### src/hdl/cau_pkg.sv
`default_nettype none
package cau_pkg;

   localparam int DATA_WIDTH      = 16;
   localparam int FRAC_BITS       = 8;
   localparam int MAG_BITS        = 2 * DATA_WIDTH;
   localparam int QUO_BITS        = DATA_WIDTH + 1;
   localparam int REM_BITS        = MAG_BITS + FRAC_BITS;
   localparam int CMP_BITS        = 3 * DATA_WIDTH + FRAC_BITS + 1;
   localparam int STEPS_PER_STAGE = 2;
   localparam int DIV_STAGES      = (QUO_BITS + STEPS_PER_STAGE - 1) / STEPS_PER_STAGE;

   typedef enum logic [1:0] {
      OP_ADD = 2'd0,
      OP_SUB = 2'd1,
      OP_MUL = 2'd2,
      OP_DIV = 2'd3
   } op_type;

   typedef logic signed [DATA_WIDTH-1:0] data_type;
   typedef logic signed [DATA_WIDTH:0]   sum_type;
   typedef logic signed [MAG_BITS-1:0]   prod_type;
   typedef logic signed [MAG_BITS:0]     val_type;
   typedef logic [MAG_BITS-1:0]          mag_type;
   typedef logic [REM_BITS-1:0]          rem_type;
   typedef logic [QUO_BITS-1:0]          quo_type;
   typedef logic [CMP_BITS-1:0]          cmp_type;

   // combined products, leaving the multiplier section
   typedef struct packed {
      logic    valid;
      op_type  op;
      sum_type sum_re;
      sum_type sum_im;
      logic    neg_re;
      logic    neg_im;
      mag_type mag_re;
      mag_type mag_im;
      mag_type den;
   } comb_type;

   // one slot of the divider pipeline; non-divide results ride along
   typedef struct packed {
      logic     valid;
      logic     is_div;
      logic     dz;
      logic     neg_re;
      logic     neg_im;
      logic     over_re;
      logic     over_im;
      rem_type  rem_re;
      rem_type  rem_im;
      mag_type  den;
      quo_type  q_re;
      quo_type  q_im;
      data_type res_re;
      data_type res_im;
      logic     ov;
   } div_type;

endpackage
`default_nettype wire

### src/hdl/cau_req_if.sv
`default_nettype none
interface cau_req_if;
   logic                valid;
   logic                ready;
   logic [1:0]          req_type;
   cau_pkg::data_type   a_re;
   cau_pkg::data_type   a_im;
   cau_pkg::data_type   b_re;
   cau_pkg::data_type   b_im;

   modport source (output valid, req_type, a_re, a_im, b_re, b_im, input ready);
   modport sink   (input valid, req_type, a_re, a_im, b_re, b_im, output ready);
endinterface
`default_nettype wire

### src/hdl/cau_mult.sv
`default_nettype none
module cau_mult (
   input  wire logic          clock,
   input  wire logic          reset,
   input  wire logic          adv,
   cau_req_if.sink            req,
   output cau_pkg::comb_type  comb
);

   // input register
   logic                 v1_ff;
   cau_pkg::op_type      op1_ff;
   cau_pkg::data_type    ar_ff, ai_ff, br_ff, bi_ff;

   // product register
   logic                 v2_ff;
   cau_pkg::op_type      op2_ff;
   cau_pkg::prod_type    p_rr_ff, p_ii_ff, p_ri_ff, p_ir_ff, sq_r_ff, sq_i_ff;
   cau_pkg::sum_type     sum_re_in, sum_im_in, sum_re_ff, sum_im_ff;

   // combine register
   cau_pkg::comb_type    comb_in, comb_ff;
   cau_pkg::val_type     v_re, v_im;

   assign req.ready = adv & !reset;

   always_comb begin
      if (op1_ff == cau_pkg::OP_SUB) begin
         sum_re_in = cau_pkg::sum_type'(ar_ff) - cau_pkg::sum_type'(br_ff);
         sum_im_in = cau_pkg::sum_type'(ai_ff) - cau_pkg::sum_type'(bi_ff);
      end else begin
         sum_re_in = cau_pkg::sum_type'(ar_ff) + cau_pkg::sum_type'(br_ff);
         sum_im_in = cau_pkg::sum_type'(ai_ff) + cau_pkg::sum_type'(bi_ff);
      end
   end

   always_comb begin
      if (op2_ff == cau_pkg::OP_DIV) begin
         // a * conj(b)
         v_re = cau_pkg::val_type'(p_rr_ff) + cau_pkg::val_type'(p_ii_ff);
         v_im = cau_pkg::val_type'(p_ir_ff) - cau_pkg::val_type'(p_ri_ff);
      end else begin
         v_re = cau_pkg::val_type'(p_rr_ff) - cau_pkg::val_type'(p_ii_ff);
         v_im = cau_pkg::val_type'(p_ri_ff) + cau_pkg::val_type'(p_ir_ff);
      end
      comb_in.valid  = v2_ff;
      comb_in.op     = op2_ff;
      comb_in.sum_re = sum_re_ff;
      comb_in.sum_im = sum_im_ff;
      comb_in.neg_re = v_re[cau_pkg::MAG_BITS];
      comb_in.neg_im = v_im[cau_pkg::MAG_BITS];
      comb_in.mag_re = v_re[cau_pkg::MAG_BITS] ? cau_pkg::mag_type'(-v_re)
                                                : cau_pkg::mag_type'(v_re);
      comb_in.mag_im = v_im[cau_pkg::MAG_BITS] ? cau_pkg::mag_type'(-v_im)
                                                : cau_pkg::mag_type'(v_im);
      comb_in.den    = cau_pkg::mag_type'(sq_r_ff) + cau_pkg::mag_type'(sq_i_ff);
   end

   always_ff @(posedge clock) begin
      if (reset) begin
         v1_ff         <= 1'b0;
         v2_ff         <= 1'b0;
         comb_ff.valid <= 1'b0;
      end else if (adv) begin
         v1_ff     <= req.valid;
         op1_ff    <= cau_pkg::op_type'(req.req_type);
         ar_ff     <= req.a_re;
         ai_ff     <= req.a_im;
         br_ff     <= req.b_re;
         bi_ff     <= req.b_im;
         v2_ff     <= v1_ff;
         op2_ff    <= op1_ff;
         p_rr_ff   <= ar_ff * br_ff;
         p_ii_ff   <= ai_ff * bi_ff;
         p_ri_ff   <= ar_ff * bi_ff;
         p_ir_ff   <= ai_ff * br_ff;
         sq_r_ff   <= br_ff * br_ff;
         sq_i_ff   <= bi_ff * bi_ff;
         sum_re_ff <= sum_re_in;
         sum_im_ff <= sum_im_in;
         comb_ff   <= comb_in;
      end
   end

   assign comb = comb_ff;

endmodule
`default_nettype wire

### src/flat_wrapper.sv
// flat-port wrapper written by rule: the top's interface ports become plain ports
module cau_mult_flat 
  (clock, reset, adv, comb, req_valid, req_req_type, req_a_re, req_a_im, req_b_re, req_b_im, req_ready);
  cau_req_if req_i ();
  input  wire logic clock;
  input  wire logic reset;
  input  wire logic adv;
  output cau_pkg::comb_type comb;
  input wire logic [$bits(req_i.valid)-1:0] req_valid;
  input wire logic [$bits(req_i.req_type)-1:0] req_req_type;
  input wire logic [$bits(req_i.a_re)-1:0] req_a_re;
  input wire logic [$bits(req_i.a_im)-1:0] req_a_im;
  input wire logic [$bits(req_i.b_re)-1:0] req_b_re;
  input wire logic [$bits(req_i.b_im)-1:0] req_b_im;
  output wire logic [$bits(req_i.ready)-1:0] req_ready;
  assign req_i.valid = req_valid;
  assign req_i.req_type = req_req_type;
  assign req_i.a_re = req_a_re;
  assign req_i.a_im = req_a_im;
  assign req_i.b_re = req_b_re;
  assign req_i.b_im = req_b_im;
  assign req_ready = req_i.ready;
  cau_mult u_core (.clock(clock), .reset(reset), .adv(adv), .req(req_i), .comb(comb));
endmodule
### config.mk
export PLATFORM = sky130hd
export DESIGN_NAME = cau_mult_flat
export DESIGN_NICKNAME = d
export VERILOG_FILES = /design/src/hdl/cau_pkg.sv /design/src/hdl/cau_req_if.sv /design/src/hdl/cau_mult.sv /design/src/flat_wrapper.sv
export SDC_FILE = /design/constraint.sdc
export NUM_CORES = 2
export LEC_CHECK = 0
export BUFFER_PORTS_ARGS = -buffer_cell sky130_fd_sc_hd__buf_2
export CORE_ASPECT_RATIO = 1.25
export CORE_MARGIN = 4
export CORE_UTILIZATION = 55
export DETAILED_ROUTE_END_ITERATION = 16
export HOLD_SLACK_MARGIN = 0.12
export PLACE_DENSITY = 0.8
export REMOVE_ABC_BUFFERS = 1
export SYNTH_ARGS = -nofsm -noshare
export SYNTH_HDL_FRONTEND = slang
export SYNTH_SLANG_ARGS = --single-unit
### constraint.sdc
create_clock -name clock -period 31 [get_ports clock]
set_input_delay 3.1 -clock clock [delete_from_list [all_inputs] [get_ports clock]]
set_output_delay 3.1 -clock clock [all_outputs]
set_load 0.005 [all_outputs]
==> flow_summary_export.csv <==
group,metric,value,unit
finish,post-route-cell-area,83460,um2
grt,grt_first_pass_wirelength,317.0,mm
yosys,synthesized_instance_count,8121,
clock_tree,resized_after_cts,0,
grt,grt_antenna_before_repair,7,
worst_setup_path,critical_path_arrival,8.16,ns
timing,relSlewSlack,26.87,%
timing,finalCriticalPeriod,7.737,ns
clock_tree,ctsLongestPathBuffers,3,
timing,max_freq,129.3,MHz
worst_setup_path,setup.worst_path.end_class,"flip-flop",
placed_design,placed_cells,9981,
detailed_routing,drt-pass1-iter-count,6,
finish,final_layout_size_suffix_gt1_share,5.212,%
finish,numnets_final,10380,
finish,fill_cells,11820,
yosys,yosys_warnings,0,
detailed_routing,met2WireLength,96.54,mm
floorplanning,floorplan.initialDensity,55.36,%
grt,gr-usage-all-layers,26.68,%
clock_tree,clk_transition_reported_paths,0.06,ns
worst_setup_path,timing.critical_path.from_type,"flip-flop",
floorplanning,ports_placed_on_the_boundary,206,
grt,grt_pass1_vias,61910,
yosys,asyncSetResetFlopFracSynth,0,%
yosys,netlist_area_before_placement,79010,um2
placed_design,place.port_buffers,205,
clock_tree,cts_sinks,429,
status,run_status,"finished clean",
clock_tree,clk_latency,0.68,ns
timing,rsz0062_at_grt,"false",
yosys,synth_top_area_share,38.51,%
clock_tree,buffers_inserted_by_post_cts_timing_repair,0,
timing,period_utilization,24.96,%
yosys,synthDistinctLibCells,93,
timing,final_max_tran_viols,0,
detailed_routing,drt_wl_total,195.9,mm
timing,setup_tns,0,ns
yosys,ys_top_cells_by_area,"sky130_fd_sc_hd__fa_1 (39%), sky130_fd_sc_hd__edfxtp_1 (16%), sky130_fd_sc_hd__ha_1 (10%)",
placed_design,gp_congestion,0.9273,
grt,grt_max_degree,139,
timing,fin_worst_skew,0.04048,ns
clock_tree,tritoncts,"done",
yosys,postSynthRegisterBits,429,
placed_design,post_dp_cell_area,81830,um2
floorplanning,fp.dieArea,149800,um2
detailed_routing,avgViaCountPerCell,5.629,
floorplanning,num_rows,155,
timing,tightestPinTransition,1.097,ns
detailed_routing,detail_route.drc_violations,0,
timing,setup-violations-final,0,
detailed_routing,routed-wl-met3,16.42,mm
yosys,yosysSeqAreaShare,16.27,%
clock_tree,numCtsBuffers,51,
clock_tree,cts-htree-levels,2,
detailed_routing,wire_per_inst,19.44,um
floorplanning,core,142700,um2
clock_tree,postCtsHoldBufs,0,
floorplanning,die_h,431.8,um
placed_design,hpwlAfterDp,152.3,mm
min_path,timing.hold.worst.class,"flip-flop to flip-flop",
detailed_routing,met1_length,69.64,mm
finish,layoutNonFillerInstCount,10080,
clock_tree,cts.root.buffer_cell,"sky130_fd_sc_hd__clkbuf_16",
detailed_routing,vias,56740,
worst_setup_path,worst_ep_required_time,31.42,ns
detailed_routing,ant_nets,0,
worst_setup_path,path_class,"flip-flop to flip-flop",
yosys,synth_area_leader_cell,"sky130_fd_sc_hd__fa_1",
worst_setup_path,critical_path.max_fanout,46,
detailed_routing,drt_first_iter_violations,4215,
floorplanning,die_width,347.0,um
grt,grt_overflow_total,0,
yosys,dominantRegCellSynth,"sky130_fd_sc_hd__edfxtp_1",
yosys,synth_enable_flop_cells,426,
flow_run,max_cap_violations,0,
timing,finalHoldViolations,0,
yosys,avgSynthCellArea,9.730,um2
detailed_routing,top_layer_used,"met5",
finish,area.growth.synth_to_final,5.623,%
-- area by class of cell --
type / instances / area (um2) / share of cell area [%]
antenna: 3 / 7.507 / 0.008995
clock buffer: 61 / 1314 / 1.574
clock inverter: 35 / 302.8 / 0.3628
inverter: 1882 / 7064 / 8.465
multi-input combinational: 5502 / 57930 / 69.41
sequential: 429 / 12850 / 15.40
tap: 1884 / 2357 / 2.825
timing repair buffer: 284 / 1632 / 1.955
-- kinds of logic (layout without fill, tap and decap cells) --
group                      count (synthesis)  after routing  share of synthesized area [%]
AOI/OAI and AO/OA                        836            836                          6.792
DFF                                      429            429                          16.27
xor gates and xnor gates                 476            476                          5.310
other                                      0              3                              0
and+or+nand+nor                         2018           2018                          12.39
muxes                                      9              9                         0.1140
buffers and inverters                   2190           2262                          10.43
adders and majority gates               2163           2163                          48.69
-- state kept, by name, summed over array words and instances, names as in the netlist --
register,cells
u_core.sum_re_ff,17
u_core.v1_ff,1
u_core.sq_i_ff,31
u_core.op1_ff,2
u_core.ai_ff,16
u_core.ar_ff,16
u_core.p_ii_ff,32
u_core.sq_r_ff,31
u_core.bi_ff,16
u_core.sum_im_ff,17
u_core.p_ir_ff,32
u_core.p_rr_ff,32
u_core.br_ff,16
u_core.p_ri_ff,32
u_core.comb,135
u_core.v2_ff,1
u_core.op2_ff,2
-- synthesized netlist by cell type (11+ instances only) --
master,instances
sky130_fd_sc_hd__a211oi_1,13
sky130_fd_sc_hd__a21o_1,95
sky130_fd_sc_hd__a21oi_1,270
sky130_fd_sc_hd__a31o_2,15
sky130_fd_sc_hd__a31oi_1,37
sky130_fd_sc_hd__and2_1,516
sky130_fd_sc_hd__and3_1,23
sky130_fd_sc_hd__buf_1,23
sky130_fd_sc_hd__clkbuf_1,273
sky130_fd_sc_hd__edfxtp_1,426
sky130_fd_sc_hd__fa_1,1520
sky130_fd_sc_hd__ha_1,643
sky130_fd_sc_hd__inv_1,1871
sky130_fd_sc_hd__nand2_1,769
sky130_fd_sc_hd__nand2b_1,52
sky130_fd_sc_hd__nand3_1,54
sky130_fd_sc_hd__nand4_1,22
sky130_fd_sc_hd__nor2_1,372
sky130_fd_sc_hd__nor2b_1,41
sky130_fd_sc_hd__nor3_1,69
sky130_fd_sc_hd__nor4_1,18
sky130_fd_sc_hd__o211ai_1,11
sky130_fd_sc_hd__o21a_1,44
sky130_fd_sc_hd__o21ai_0,149
sky130_fd_sc_hd__o21ai_1,11
sky130_fd_sc_hd__o21bai_1,46
sky130_fd_sc_hd__o31a_1,12
sky130_fd_sc_hd__o31ai_1,26
sky130_fd_sc_hd__o41ai_1,11
sky130_fd_sc_hd__or2_2,16
sky130_fd_sc_hd__or3_1,14
sky130_fd_sc_hd__xnor2_1,337
sky130_fd_sc_hd__xor2_1,137
-- per-stage QoR --
step / hold slack [ns] / worst slack (ns) / util (%)
finish: 0.4175 / 23.26 / 58.47
detailed placement: 0.4045 / 23.34 / 57.33
global route: 0.4257 / 22.81 / 58.46
CTS: 0.4180 / 23.30 / 58.46
floorplan: 0.4003 / 5.928 / -
global placement: 0.4037 / 23.65 / 57.33
-- cells in the final DEF (no fill, tap or decap), types with 51 or more instances in the layout --
cell	netlist	routed
sky130_fd_sc_hd__inv_1	1871	1871
sky130_fd_sc_hd__fa_1	1520	1520
sky130_fd_sc_hd__nand2_1	769	769
sky130_fd_sc_hd__ha_1	643	643
sky130_fd_sc_hd__and2_1	516	516
sky130_fd_sc_hd__edfxtp_1	426	426
sky130_fd_sc_hd__nor2_1	372	372
sky130_fd_sc_hd__xnor2_1	337	337
sky130_fd_sc_hd__a21oi_1	270	270
sky130_fd_sc_hd__buf_2	10	205
sky130_fd_sc_hd__o21ai_0	149	149
sky130_fd_sc_hd__xor2_1	137	137
sky130_fd_sc_hd__a21o_1	95	95
sky130_fd_sc_hd__buf_4	1	78
sky130_fd_sc_hd__nor3_1	69	69
sky130_fd_sc_hd__nand3_1	54	54
sky130_fd_sc_hd__nand2b_1	52	52
sky130_fd_sc_hd__clkbuf_16	0	51
-- path summary, 6_finish.rpt --
| check | from | end | slack [ns] | cells after the start |
|---|---|---|---|---|
| worst max-delay path | u_core.br_ff[1] | u_core.sq_r_ff[31] | 23.26 | 23 |
| worst min-delay path | u_core.sum_re_ff[15] | u_core.comb[130] | 0.42 | 0 |
| worst max register to register | u_core.br_ff[1] | u_core.sq_r_ff[31] | 23.26 | 23 |
| worst min register to register | u_core.sum_re_ff[15] | u_core.comb[130] | 0.42 | 0 |
-- worst max-delay path, stage by stage, from the launching register on --
cell	delay (ns)
sky130_fd_sc_hd__edfxtp_1	0.33
sky130_fd_sc_hd__buf_4	0.49
sky130_fd_sc_hd__inv_1	0.41
sky130_fd_sc_hd__nor2_1	0.37
sky130_fd_sc_hd__fa_1	0.61
sky130_fd_sc_hd__fa_1	0.89
sky130_fd_sc_hd__fa_1	0.54
sky130_fd_sc_hd__fa_1	0.52
sky130_fd_sc_hd__fa_1	0.50
sky130_fd_sc_hd__inv_1	0.05
sky130_fd_sc_hd__fa_1	0.47
sky130_fd_sc_hd__inv_1	0.04
sky130_fd_sc_hd__ha_1	0.35
sky130_fd_sc_hd__nand2_1	0.11
sky130_fd_sc_hd__nor2_1	0.06
sky130_fd_sc_hd__and3_1	0.23
sky130_fd_sc_hd__a31oi_1	0.16
sky130_fd_sc_hd__o21ai_0	0.09
sky130_fd_sc_hd__a41oi_1	0.34
sky130_fd_sc_hd__o21ai_0	0.24
sky130_fd_sc_hd__nor3_1	0.27
sky130_fd_sc_hd__o21bai_1	0.13
sky130_fd_sc_hd__a21oi_1	0.19
sky130_fd_sc_hd__xnor2_1	0.08
-- routing by layer --
layer,vias to the layer above,GRT usage (%)
li1,24920,-
met1,28610,31.47
met2,2470,46.11
met3,741,4.862
met4,6,14.94
met5,-,0
Power is not shown: default switching activity piles up to over one toggle a cycle in this logic, so the estimate is an artifact.
